<file path="config.mk">
export PLATFORM = sky130hd
export DESIGN_NAME = sorted_priority_queue_core_flat
export DESIGN_NICKNAME = d
export VERILOG_FILES = /design/src/hdl/spq_pkg.sv /design/src/hdl/spq_if.sv /design/src/hdl/spq_ctrl.sv /design/src/hdl/spq_datapath.sv /design/src/hdl/sorted_priority_queue_core.sv /design/src/flat_wrapper.sv
export VERILOG_INCLUDE_DIRS = /design/src /design/src/hdl
export SDC_FILE = /design/constraint.sdc
export NUM_CORES = 1
export LEC_CHECK = 0
export ABC_AREA = 1
export BUFFER_PORTS_ARGS = -buffer_cell sky130_fd_sc_hd__buf_2
export CELL_PAD_IN_SITES_DETAIL_PLACEMENT = 0
export CELL_PAD_IN_SITES_GLOBAL_PLACEMENT = 1
export CORE_MARGIN = 10
export CORE_UTILIZATION = 40
export DETAILED_ROUTE_END_ITERATION = 7
export PLACE_DENSITY = 0.68
export SLEW_MARGIN = 20
export SYNTH_ARGS = -nofsm -noshare
export SYNTH_HDL_FRONTEND = slang
export SYNTH_SLANG_ARGS = --single-unit
</file>
<file path="constraint.sdc">
create_clock -name clk -period 3.06 [get_ports clk]
set_clock_uncertainty 0.15 [all_clocks]
set_input_delay 0.612 -clock clk [delete_from_list [all_inputs] [get_ports clk]]
set_output_delay 0.612 -clock clk [all_outputs]
set_load 0.01 [all_outputs]
</file>
<file path="src/hdl/sorted_priority_queue_core_macros.svh">
// Assertion macros shared by the sorted priority queue RTL.
`ifndef SORTED_PRIORITY_QUEUE_CORE_MACROS_SVH
`define SORTED_PRIORITY_QUEUE_CORE_MACROS_SVH

// Checked only while out of reset.
`define SPQ_ASSERT(lbl, prop, msg) \
  lbl: assert property (@(posedge clk) disable iff (!rst_n) prop) else $error(msg);

// Checked at every edge, reset included.
`define SPQ_ASSERT_ALWAYS(lbl, prop, msg) \
  lbl: assert property (@(posedge clk) prop) else $error(msg);

`endif

</file>
<file path="src/hdl/spq_pkg.sv">
// Types, constants and codes of the sorted priority queue.
package spq_pkg;

  localparam int DEPTH     = 16;
  localparam int KEY_WIDTH = 16;
  localparam int CNT_W     = $clog2(DEPTH + 1);
  localparam int OCC_W     = 5;
  localparam int STAT_W    = 2;

  localparam logic KIND_INSERT = 1'b0;
  localparam logic KIND_POP    = 1'b1;

  localparam logic [STAT_W-1:0] ST_OK    = 2'd0;
  localparam logic [STAT_W-1:0] ST_EMPTY = 2'd1;
  localparam logic [STAT_W-1:0] ST_FULL  = 2'd2;

  typedef logic [KEY_WIDTH-1:0] key_t;
  typedef logic [CNT_W-1:0]     cnt_t;

  // controller -> datapath
  typedef struct packed {
    logic load;  // capture the input word
    logic exec;  // apply the held word and fill the output register
  } spq_cmd_t;

  // datapath -> controller
  typedef struct packed {
    logic out_free;  // output register empty or being drained this cycle
  } spq_stat_t;

endpackage

</file>
<file path="src/hdl/spq_if.sv">
// Valid/ready channel interfaces for the input and result words.
interface spq_in_if import spq_pkg::*; ();
  logic valid;
  logic ready;
  logic kind;
  key_t key;

  modport source (output valid, input ready, output kind, output key);
  modport sink   (input valid, output ready, input kind, input key);
endinterface

interface spq_out_if import spq_pkg::*; ();
  logic              valid;
  logic              ready;
  key_t              popped_key;
  logic              popped_valid;
  logic [STAT_W-1:0] status;
  logic [OCC_W-1:0]  occupancy;

  modport source (output valid, input ready, output popped_key, output popped_valid,
                  output status, output occupancy);
  modport sink   (input valid, output ready, input popped_key, input popped_valid,
                  input status, input occupancy);
endinterface

</file>
<file path="src/hdl/spq_ctrl.sv">
// Controller: accepts one word, then runs it once the output register is free.
module spq_ctrl import spq_pkg::*; (
  input  logic      clk,
  input  logic      rst_n,
  input  logic      in_valid,
  output logic      in_ready,
  input  spq_stat_t stat,
  output spq_cmd_t  cmd
);

  typedef enum logic [1:0] {
    S_IDLE = 2'b01,
    S_EXEC = 2'b10
  } state_t;

  state_t state_r, state_nxt;

  always_comb begin
    state_nxt = state_r;
    cmd       = '0;
    in_ready  = 1'b0;
    case (state_r)
      S_IDLE: begin
        in_ready = 1'b1;
        if (in_valid) begin
          cmd.load  = 1'b1;
          state_nxt = S_EXEC;
        end
      end
      S_EXEC: begin
        if (stat.out_free) begin
          cmd.exec  = 1'b1;
          state_nxt = S_IDLE;
        end
      end
      default: state_nxt = S_IDLE;
    endcase
  end

  always_ff @(posedge clk) begin
    if (!rst_n) begin
      state_r <= S_IDLE;
    end else begin
      state_r <= state_nxt;
    end
  end

endmodule

</file>
<file path="src/hdl/spq_datapath.sv">
// Datapath: shift-register sorted key array, entry count and output register.
module spq_datapath import spq_pkg::*; (
  input  logic      clk,
  input  logic      rst_n,
  input  logic      in_kind,
  input  key_t      in_key,
  input  spq_cmd_t  cmd,
  output spq_stat_t stat,
  spq_out_if.source out_ch
);

  logic              kind_r;
  key_t              key_r;
  key_t              keys_r   [DEPTH];
  key_t              keys_nxt [DEPTH];
  cnt_t              count_r, count_nxt;
  logic              out_valid_r;
  key_t              out_key_r;
  logic              out_pvalid_r;
  logic [STAT_W-1:0] out_status_r;
  logic [OCC_W-1:0]  out_occ_r;

  logic [DEPTH-1:0]  stay;
  logic              empty, full;
  logic              do_pop, do_ins;

  assign empty  = (count_r == '0);
  assign full   = (count_r == CNT_W'(DEPTH));
  assign do_pop = cmd.exec && (kind_r == KIND_POP) && !empty;
  assign do_ins = cmd.exec && (kind_r == KIND_INSERT) && !full;

  assign stat.out_free = !out_valid_r || out_ch.ready;

  // Entries that keep their slot on insert; a key equal to the head stays behind it.
  always_comb begin
    stay[0] = (count_r != '0) && (key_r >= keys_r[0]);
    for (int i = 1; i < DEPTH; i++) begin
      stay[i] = (CNT_W'(i) < count_r) && (keys_r[i] < key_r);
    end
  end

  always_comb begin
    for (int i = 0; i < DEPTH; i++) begin
      keys_nxt[i] = keys_r[i];
    end
    count_nxt = count_r;
    if (do_pop) begin
      for (int i = 0; i < DEPTH - 1; i++) begin
        keys_nxt[i] = keys_r[i + 1];
      end
      count_nxt = count_r - cnt_t'(1);
    end else if (do_ins) begin
      if (!stay[0]) begin
        keys_nxt[0] = key_r;
      end
      for (int i = 1; i < DEPTH; i++) begin
        if (!stay[i]) begin
          keys_nxt[i] = stay[i - 1] ? key_r : keys_r[i - 1];
        end
      end
      count_nxt = count_r + cnt_t'(1);
    end
  end

  always_ff @(posedge clk) begin
    if (cmd.load) begin
      kind_r <= in_kind;
      key_r  <= in_key;
    end
    for (int i = 0; i < DEPTH; i++) begin
      keys_r[i] <= keys_nxt[i];
    end
    if (cmd.exec) begin
      out_key_r    <= do_pop ? keys_r[0] : '0;
      out_pvalid_r <= do_pop;
      if (kind_r == KIND_POP) begin
        out_status_r <= empty ? ST_EMPTY : ST_OK;
      end else begin
        out_status_r <= full ? ST_FULL : ST_OK;
      end
      out_occ_r <= OCC_W'(count_nxt);
    end
  end

  always_ff @(posedge clk) begin
    if (!rst_n) begin
      count_r     <= '0;
      out_valid_r <= 1'b0;
    end else begin
      count_r <= count_nxt;
      if (cmd.exec) begin
        out_valid_r <= 1'b1;
      end else if (out_ch.ready) begin
        out_valid_r <= 1'b0;
      end
    end
  end

  assign out_ch.valid        = out_valid_r;
  assign out_ch.popped_key   = out_key_r;
  assign out_ch.popped_valid = out_pvalid_r;
  assign out_ch.status       = out_status_r;
  assign out_ch.occupancy    = out_occ_r;

endmodule

</file>
<file path="src/hdl/sorted_priority_queue_core.sv">
// Sorted priority queue: one word in, one result word out per insert or pop.
// The accepted word is held in the input register; once the output register is free it is
// applied to the queue and its result word is written to the output register.
// A new word is taken only after the last one has been run; the controller holds a word until
// the output register is free, so a stalled output delays the next word.
// Reset (rst_n low, synchronous): queue empties, output valid and controller clear.
module sorted_priority_queue_core import spq_pkg::*; (
  input  logic      clk,
  input  logic      rst_n,
  spq_in_if.sink    in_ch,
  spq_out_if.source out_ch
);

`include "sorted_priority_queue_core_macros.svh"

  spq_cmd_t  cmd;
  spq_stat_t stat;

  spq_ctrl u_ctrl (
    .clk      (clk),
    .rst_n    (rst_n),
    .in_valid (in_ch.valid),
    .in_ready (in_ch.ready),
    .stat     (stat),
    .cmd      (cmd)
  );

  spq_datapath u_dp (
    .clk     (clk),
    .rst_n   (rst_n),
    .in_kind (in_ch.kind),
    .in_key  (in_ch.key),
    .cmd     (cmd),
    .stat    (stat),
    .out_ch  (out_ch)
  );

  `SPQ_ASSERT(a_one_at_a_time, (in_ch.valid && in_ch.ready) |=> !in_ch.ready, "word accepted while one in flight")
  `SPQ_ASSERT(a_exec_needs_slot, cmd.exec |-> stat.out_free, "result written over a pending result")
  `SPQ_ASSERT(a_pop_fields, (out_ch.valid && out_ch.status != ST_OK) |-> (!out_ch.popped_valid && out_ch.popped_key == '0), "error result carries a key")
  `SPQ_ASSERT_ALWAYS(a_no_cmd_overlap, !(cmd.load && cmd.exec), "load and execute in the same cycle")

endmodule
</file>
<file path="src/flat_wrapper.sv">
// flat-port wrapper written by rule: the top's interface ports become plain ports
module sorted_priority_queue_core_flat import spq_pkg::*;
  (clk, rst_n, in_ch_valid, in_ch_ready, in_ch_kind, in_ch_key, out_ch_valid, out_ch_ready, out_ch_popped_key, out_ch_popped_valid, out_ch_status, out_ch_occupancy);
  spq_in_if in_ch_i ();
  spq_out_if out_ch_i ();
  input  logic clk;
  input  logic rst_n;
  input wire logic [$bits(in_ch_i.valid)-1:0] in_ch_valid;
  output wire logic [$bits(in_ch_i.ready)-1:0] in_ch_ready;
  input wire logic [$bits(in_ch_i.kind)-1:0] in_ch_kind;
  input wire logic [$bits(in_ch_i.key)-1:0] in_ch_key;
  output wire logic [$bits(out_ch_i.valid)-1:0] out_ch_valid;
  input wire logic [$bits(out_ch_i.ready)-1:0] out_ch_ready;
  output wire logic [$bits(out_ch_i.popped_key)-1:0] out_ch_popped_key;
  output wire logic [$bits(out_ch_i.popped_valid)-1:0] out_ch_popped_valid;
  output wire logic [$bits(out_ch_i.status)-1:0] out_ch_status;
  output wire logic [$bits(out_ch_i.occupancy)-1:0] out_ch_occupancy;
  assign in_ch_i.valid = in_ch_valid;
  assign in_ch_ready = in_ch_i.ready;
  assign in_ch_i.kind = in_ch_kind;
  assign in_ch_i.key = in_ch_key;
  assign out_ch_valid = out_ch_i.valid;
  assign out_ch_i.ready = out_ch_ready;
  assign out_ch_popped_key = out_ch_i.popped_key;
  assign out_ch_popped_valid = out_ch_i.popped_valid;
  assign out_ch_status = out_ch_i.status;
  assign out_ch_occupancy = out_ch_i.occupancy;
  sorted_priority_queue_core u_core (.clk(clk), .rst_n(rst_n), .in_ch(in_ch_i), .out_ch(out_ch_i));
endmodule
</file>
==> results.txt, run 1 <==
- Number of buffers created by CTS: 39
- Worst hold slack: 0.0732 ns
- The synthesized design contains just over 300 register bits.
- Synthesized area per cell: 7.98 um^2
- In this run the clock root is driven by a sky130_fd_sc_hd__clkbuf_16.
- The detailed router placed 19,200 vias in this run.
* Initial Util: roughly two fifths
- Gp weighted congestion: 0.835
* Unrepaired setup endpoints after global routing: false
- Count of nets left with antenna violations after detail routing: 0
* Worst Max-Slew Pin Slew: 0.903 ns
- Synth warnings: 0
- The flow ran to the end, and the final reports show no timing, DRC or antenna violations.
- Classification of the worst-slack hold path: input port to flop
- Die Span X: 254 um
* Area fraction of the dominant cell type after synthesis: 40.7%
- The first detailed-routing pass took 6 iterations.
- In this run the tightest slew margin relative to its limit is 39.8%.
- The H-tree was split into 2 levels.
- CP required: roughly 3.2 ns
* Sink count of the clock tree: 305
- The max-slew violation total from the final report was 0.
* Max Cap Viol: 0
* Top FF cell, synth: sky130_fd_sc_hd__edfxtp_1
- Floorplan Core Area: roughly 54,000 um^2
* Worst vdd rail ir drop: 364 uV
- The synthesized netlist contains 43 unique library cells.
* Routed Wire Length: 66,900 um
- Final clock period utilization by the worst path: 91.6%
- Number of antenna violations at the first check in global routing: 1
* Synth Net Count: 3,012
* Pin count of the biggest net entering global routing: 83
* Power per cell area: between 400 and 500 nW/um^2
- Worst R2R Setup Slack: around 0.26 ns
- Diode count: 0
- After global routing the overflow that remains totals 0.
- Critical Setup Path Class: flop to flop
- Half-perimeter wire length after detailed placement: 47,900 um
* Final setup violation count: 0
- TritonCTS clock tree: built
- Origin of the critical flop-to-flop path: u_core.u_dp.count_r[0]
- Commonest cells after routing, fill and taps aside: 935 x sky130_fd_sc_hd__nand2_1, 443 x sky130_fd_sc_hd__nand3_1, 297 x sky130_fd_sc_hd__edfxtp_1
- Count of mapped cells out of synthesis: 2,747
- Most common cell after layout, fill and taps aside: sky130_fd_sc_hd__nand2_1
- Subtracting the final worst setup slack from the clock period gives 2.80 ns.
* Highest fanout seen on the critical path: 31
- Site Rows: 85
- The worst register-to-register path ends at u_core.u_dp.keys_r[0][6].
- Post-CTS timing repair inserted 0 buffers for setup.
* Iter 0 DRT Violations: 1,407
* Async set-or-reset flop fraction in the synthesized netlist: 0%
* Capturing element type of the critical path: flop
- The number of global-route vias before repair came to 18,900.
* Die footprint: 64,600 um^2
- After the last flow step, the layout net total stands at 3,080.
* I/O pin cnt: between 40 and 50
- CTS clock-pin slew for the worst setup and hold paths: 0.06 ns
- Data on the critical path arrives at its endpoint at 2.90 ns.
* Quantity of hold-fixing buffers added after cts: 0
- Area of the mapped netlist: 21,900 um^2
- During placement, the flow inserted port buffers numbering 46.
- Residual DRC: 0
- The first global-routing pass estimated 105,000 um of wire.
- In the final routed layout, each cell accounts on average for 18.9 um.
* Fmax: between 300 and 400 MHz
- The most critical setup path has its endpoint at u_core.u_dp.keys_r[0][6].
- The worst setup path is launched from a flop.
* Signed area change from the synthesized netlist to the final layout: 12.7%
- After routing, the total negative slack on setup checks comes to 0 ns.
- Of all cell types, the one taking the most synthesized area is sky130_fd_sc_hd__edfxtp_1.
- Hold violation count in the final report: 0
- From bottom edge to top edge, the die measures 254 um.
- Buffer levels on the longest clock path: 3
- Of the synthesized area, sequential elements account for 41.4%.
* Number of enable flip-flop cells after synthesis: between 200 and 300
- In the routed layout, each cell is associated on average with a via count of 5.42.
- Global routing consumed, over all layers together, 20.6% of the routing resources.
- Layout cell share with drive strength beyond 1: under 10%
- Leak Pwr: 11.8 nW
- Post-cts sizing count: 0
* Worst Reg-to-Reg Cells: 11
* Top cells by area, synth: sky130_fd_sc_hd__edfxtp_1 41%, sky130_fd_sc_hd__nand2_1 16%, sky130_fd_sc_hd__ha_1 14%
* Origin of the worst setup path: u_core.u_dp.count_r[0]
- Clock latency of the later-clocked register in the worst-skew pair: 0.57 ns
## sequential cells by signal, summed over array words and instances (netlist names)
name and count:
u_core.u_dp.out_ch.valid 1, u_core.u_dp.out_ch.occupancy 5, u_core.u_dp.count_r 5, u_core.u_dp.out_ch.status 2, u_core.u_dp.kind_r 1, u_core.u_dp.out_ch.popped_key 16
u_core.u_ctrl.state_r 2, u_core.u_dp.keys_r 256, u_core.u_dp.out_ch.popped_valid 1, u_core.u_dp.key_r 16
## cell type report
class,instances,area (um^2)
Clock buffer,55,1130
Timing Repair Buffer,151,1310
Fill cell,5409,29300
Tap cell,696,871
Sequential cell,305,9080
Clock inverter,16,143
Multi-Input combinational cell,2000,11000
Inverter,318,1200
## per-stage QoR
stage | area (um^2) | cells | power (W) | utilization, % | worst slack [ns]
2_1_floorplan | 21900 | 2747 | 0.00525 | - | 0.0473
3_3_place_gp | 23400 | 3470 | 0.00558 | 43.4 | 0.309
3_5_place_dp | 23400 | 3470 | 0.00561 | 43.4 | 0.274
4_1_cts | 24700 | 3541 | 0.0103 | 45.7 | 0.262
5_1_grt | 24700 | 3541 | 0.0105 | 45.7 | 0.0913
6_report | 24700 | 3541 | 0.0101 | 45.7 | 0.257
## how the worst min path moves through the flow
stage,cells after the start,slack [ns],from,end
3_3_place_gp,2,0.32,u_core.u_ctrl.state_r[1],u_core.u_dp.out_ch.valid
4_1_cts,1,0.04,in_ch_key[3],u_core.u_dp.key_r[3]
2_1_floorplan,2,0.31,u_core.u_ctrl.state_r[1],u_core.u_dp.out_ch.valid
3_5_place_dp,2,0.33,u_core.u_ctrl.state_r[1],u_core.u_dp.out_ch.valid
5_1_grt,1,0.05,in_ch_key[11],u_core.u_dp.key_r[11]
6_report,1,0.07,in_ch_key[5],u_core.u_dp.key_r[5]
## cells in the mapped netlist (all sizes together), types with 4 or more instances
cell    number
clkinv      16
clkbuf      31
o21ai       49
buf         93
nor3         9
a21oi      102
nand3      447
dfxtp        8
nor2        79
nand2      958
o22ai       16
inv        302
edfxtp     297
a21o         8
o211ai       4
ha         244
o21a        13
nand4       51
## critical path, cell delays in order, from the launching register on
cell and delay (ns):
sky130_fd_sc_hd__dfxtp_1 0.52, sky130_fd_sc_hd__inv_2 0.12, sky130_fd_sc_hd__ha_1 0.25, sky130_fd_sc_hd__nand2_1 0.11, sky130_fd_sc_hd__nor2_2 0.07, sky130_fd_sc_hd__nand2_1 0.10, sky130_fd_sc_hd__nand2_1 0.19, sky130_fd_sc_hd__inv_6 0.28
sky130_fd_sc_hd__buf_12 0.26, sky130_fd_sc_hd__nand2_1 0.08, sky130_fd_sc_hd__nand2_1 0.06, sky130_fd_sc_hd__buf_4 0.25
## metal layers
| layer | track usage (%) | wire length (um) | share of wire, % | vias to the layer above |
|---|---|---|---|---|
| met1 | 26.8 | 29800 | 44 | 9287 |
| li1 | - | - | - | 9347 |
| met5 | 0 | 0 | 0 | - |
| met3 | 2.44 | 3170 | 4.7 | 111 |
| met4 | 6.43 | 1740 | 2.6 | 0 |
| met2 | 35.2 | 32300 | 48 | 434 |
## power breakdown
group / total, W / internal, W / switching (W) / leakage [nW]
Sequential: 0.00464 / 0.00459 / 0.0000441 / 2.69
Clock: 0.00462 / 0.00274 / 0.00189 / 0.626
Combinational: 0.000884 / 0.000317 / 0.000567 / 8.50
## cell families after synthesis
family	synth area share, %
and+or+nand+nor	30.8
AOI/OAI and AO/OA	5.19
buffers and inverters	8.55
xor gates and xnor gates	0.120
DFF	41.4
adders and majority gates	13.9
Note: power is estimated with default switching activity, not from simulation.
==> run 2: changes to the inputs <==
--- a/config.mk
+++ b/config.mk
@@ -11,9 +11,10 @@
 export CELL_PAD_IN_SITES_DETAIL_PLACEMENT = 0
 export CELL_PAD_IN_SITES_GLOBAL_PLACEMENT = 1
 export CORE_MARGIN = 10
-export CORE_UTILIZATION = 40
+export CORE_UTILIZATION = 44
 export DETAILED_ROUTE_END_ITERATION = 7
-export PLACE_DENSITY = 0.68
+export PLACE_DENSITY = 0.74
+export RECOVER_POWER = 25
 export SLEW_MARGIN = 20
 export SYNTH_ARGS = -nofsm -noshare
 export SYNTH_HDL_FRONTEND = slang
==> run 2 against run 1 <==
Clock power shrank 8.2%. Wire length down 1.6%. Register-to-register slack lost 0.05 ns. Worst hold slack about the same. Non-clock buffer count decreased by 2. Clock-buffer cell count down 5. Total power is 3.9% lower. Core utilization grew 4.0 points. First-iteration DRC count grew 3.4%. Largest power group unchanged. Highest routed layer unchanged.
==> results.txt, run 2 (same netlist as run 1, synthesis figures left out) <==
- Among all stages on the critical path, the largest delay is contributed by sky130_fd_sc_hd__dfxtp_1.
- The floorplan step defined a die boundary enclosing ~59,000 um^2.
- Clock latency of the later-clocked register in the worst-skew pair: 0.57 ns
- Most common cell after layout, fill and taps aside: sky130_fd_sc_hd__nand2_1
* Residual DRC: 0
* Iter 0 DRT Violations: 1,455
- Commonest cells after routing, fill and taps aside: 936 x sky130_fd_sc_hd__nand2_1, 443 x sky130_fd_sc_hd__nand3_1, 297 x sky130_fd_sc_hd__edfxtp_1
- In this run the worst setup path begins at u_core.u_dp.count_r[0].
- Post-cts sizing count: 0
- Signed area change from the synthesized netlist to the final layout: 11.4%
- Multi-input logic area: 11,000 um^2
* Hold violation count in the final report: 0
- Global routing consumed, over all layers together, 21.9% of the routing resources.
* Outcome: finished clean
* CTS H-Tree Depth: 2
- Buffers added to address setup during post-CTS repair amount to 0.
- Overflow left after global routing: 0
- Power per cell area: between 300 and 400 nW/um^2
- Adding up every negative setup slack in the final design gives 0 ns.
- The signal on the critical path passes through inv_2 -> ha_1 -> nand2_1 -> nor2_2 -> nand2_1 -> nand2_1 -> inv_6 -> buf_12 -> buf_4 -> nand3_1 -> nand2_1.
- The initialized floorplan defines 81 standard-cell rows.
- In this run the clock root is driven by a sky130_fd_sc_hd__clkbuf_16.
- Dividing the final minimum period by the clock period gives 93.4%.
- Sink count of the clock tree: slightly above 300
* Max Cap Viol: 0
- Capturing element type of the critical path: flop
* Top Family by Delay on Critical Path: buffers and inverters
* Die Span X: approximately 240 um
- The pre-antenna-repair detailed-routing pass consisted of 5 iterations.
- Count of nets left with antenna violations after detail routing: 0
- Routed vias: 19,000
- The setup path with the least slack is of type flop to flop.
* Half-perimeter wire length after detailed placement: between 40,000 and 50,000 um
- Measured along the y axis, the die boundary spans 243 um.
- Counting stages on the worst path, the most repeated cell is sky130_fd_sc_hd__nand2_1.
- After detailed routing, the average wire length per cell comes to 18.8 um.
- Port buffering added 46 buffers.
* Bufs and invs on worst path: 4
* Number of buffers created by CTS: 38
* Flip-flop count of the largest register, all copies and words added: between 200 and 300
- The number of global-route vias before repair came to 18,900.
- In this run the worst path has a maximum fanout of 42.
- Floorplan Core Area: ~49,000 um^2
- Reg with most FFs: u_core.u_dp.keys_r
- Final setup violation count: 0
- Max-slew violation count: 0
- For this design, the CTS-stage hold fixing added 0 buffers.
* Relative slew margins: 14.7%
* Initial Util: 44.6%
- The analysis attributes to cell leakage a power of ~12 nW.
- Global-route wire length before repair: 104,000 um
- For this run, the top clock speed supported by timing is 350 MHz.
* Slowest Stage Delay on Critical Path: 0.49 ns
- Routed Wire Length: 65,900 um
- Across all hold checks on the routed design, the worst slack comes to 0.0730 ns.
* Classification of the worst-slack hold path: input port to flop
- CTS clock-pin slew for the worst setup and hold paths: 0.06 ns
- Register area: between 9000 and 10,000 um^2
* Endpoint arrival time on the critical path: about 3.1 ns
- The worst hold path begins at in_ch_kind.
- Clock period minus worst slack: roughly 2.9 ns
* Gp weighted congestion: 0.851
- 47 I/O pins were placed.
- At the pin with the least slew margin, the transition time is 1.28 ns.
* Diode count: 0
- TritonCTS clock tree: built
- Setup repair after global routing left no endpoint under its margin.
- The worst setup path is launched from a flop.
* Layout cell share with drive strength beyond 1: 7.83%
- Buffer levels on the longest clock path: 3
* Number of antenna violations at the first check in global routing: 0
- STA puts the critical path data required time at 3.33 ns.
- Fillers: 4,901
- IR analysis of the VDD net gives a maximum drop of between 200 and 300 uV.
* Pin count of the biggest net entering global routing: 98
- Count of nets after finishing: 3,077
- Across all register-to-register paths, the minimum setup slack is 0.20 ns.
- Origin of the critical flop-to-flop path: u_core.u_dp.count_r[0]
- Dividing the detail-routed via count by the number of cells gives 5.44.
[run 2: stage by stage]
step	area, um^2	total power (W)	cells	setup slack, ns	util (%)
floorplan	21900	0.00525	2747	0.0473	-
global placement	23400	0.00557	3436	0.294	47.5
detailed placement	23400	0.00560	3436	0.263	47.5
CTS	24500	0.00985	3501	0.246	49.8
global route	24400	0.0101	3501	0.0409	49.7
finish	24400	0.00976	3501	0.203	49.7
[run 2: area by class of cell]
| class | instances | area share (%) |
|---|---|---|
| clock buffers | 50 | 4.29 |
| clock inverters | 15 | 0.313 |
| inverters | 318 | 4.93 |
| multi-input cells | 2000 | 44.9 |
| flip-flops and latches | 305 | 37.2 |
| well taps | 664 | 3.40 |
| repair buffers | 149 | 4.96 |
[run 2: per-layer routing]
metal  routed length [um]  vias to the layer above  GRT usage, %
li1                     -                     9348             -
met1                28500                     9112          27.5
met2                31900                      464          37.4
met3                 3570                      125          4.18
met4                 1910                        0          6.86
met5                    0                        -             0
[run 2: path summary, 6_finish.rpt]
kind	endpoint	depth (start not counted)
max	u_core.u_dp.keys_r[1][34]	11
min	u_core.u_dp.kind_r	1
max reg2reg	u_core.u_dp.keys_r[1][34]	11
min reg2reg	u_core.u_dp.out_ch.valid	2
[run 2: power breakdown]
part	total [W]	internal (W)	switching (W)	leakage (nW)
sequential	0.00463	0.00459	0.0000414	2.69
clock	0.00424	0.00240	0.00185	0.549
combinational	0.000879	0.000309	0.000570	8.39
total	0.00976	0.00730	0.00246	11.6
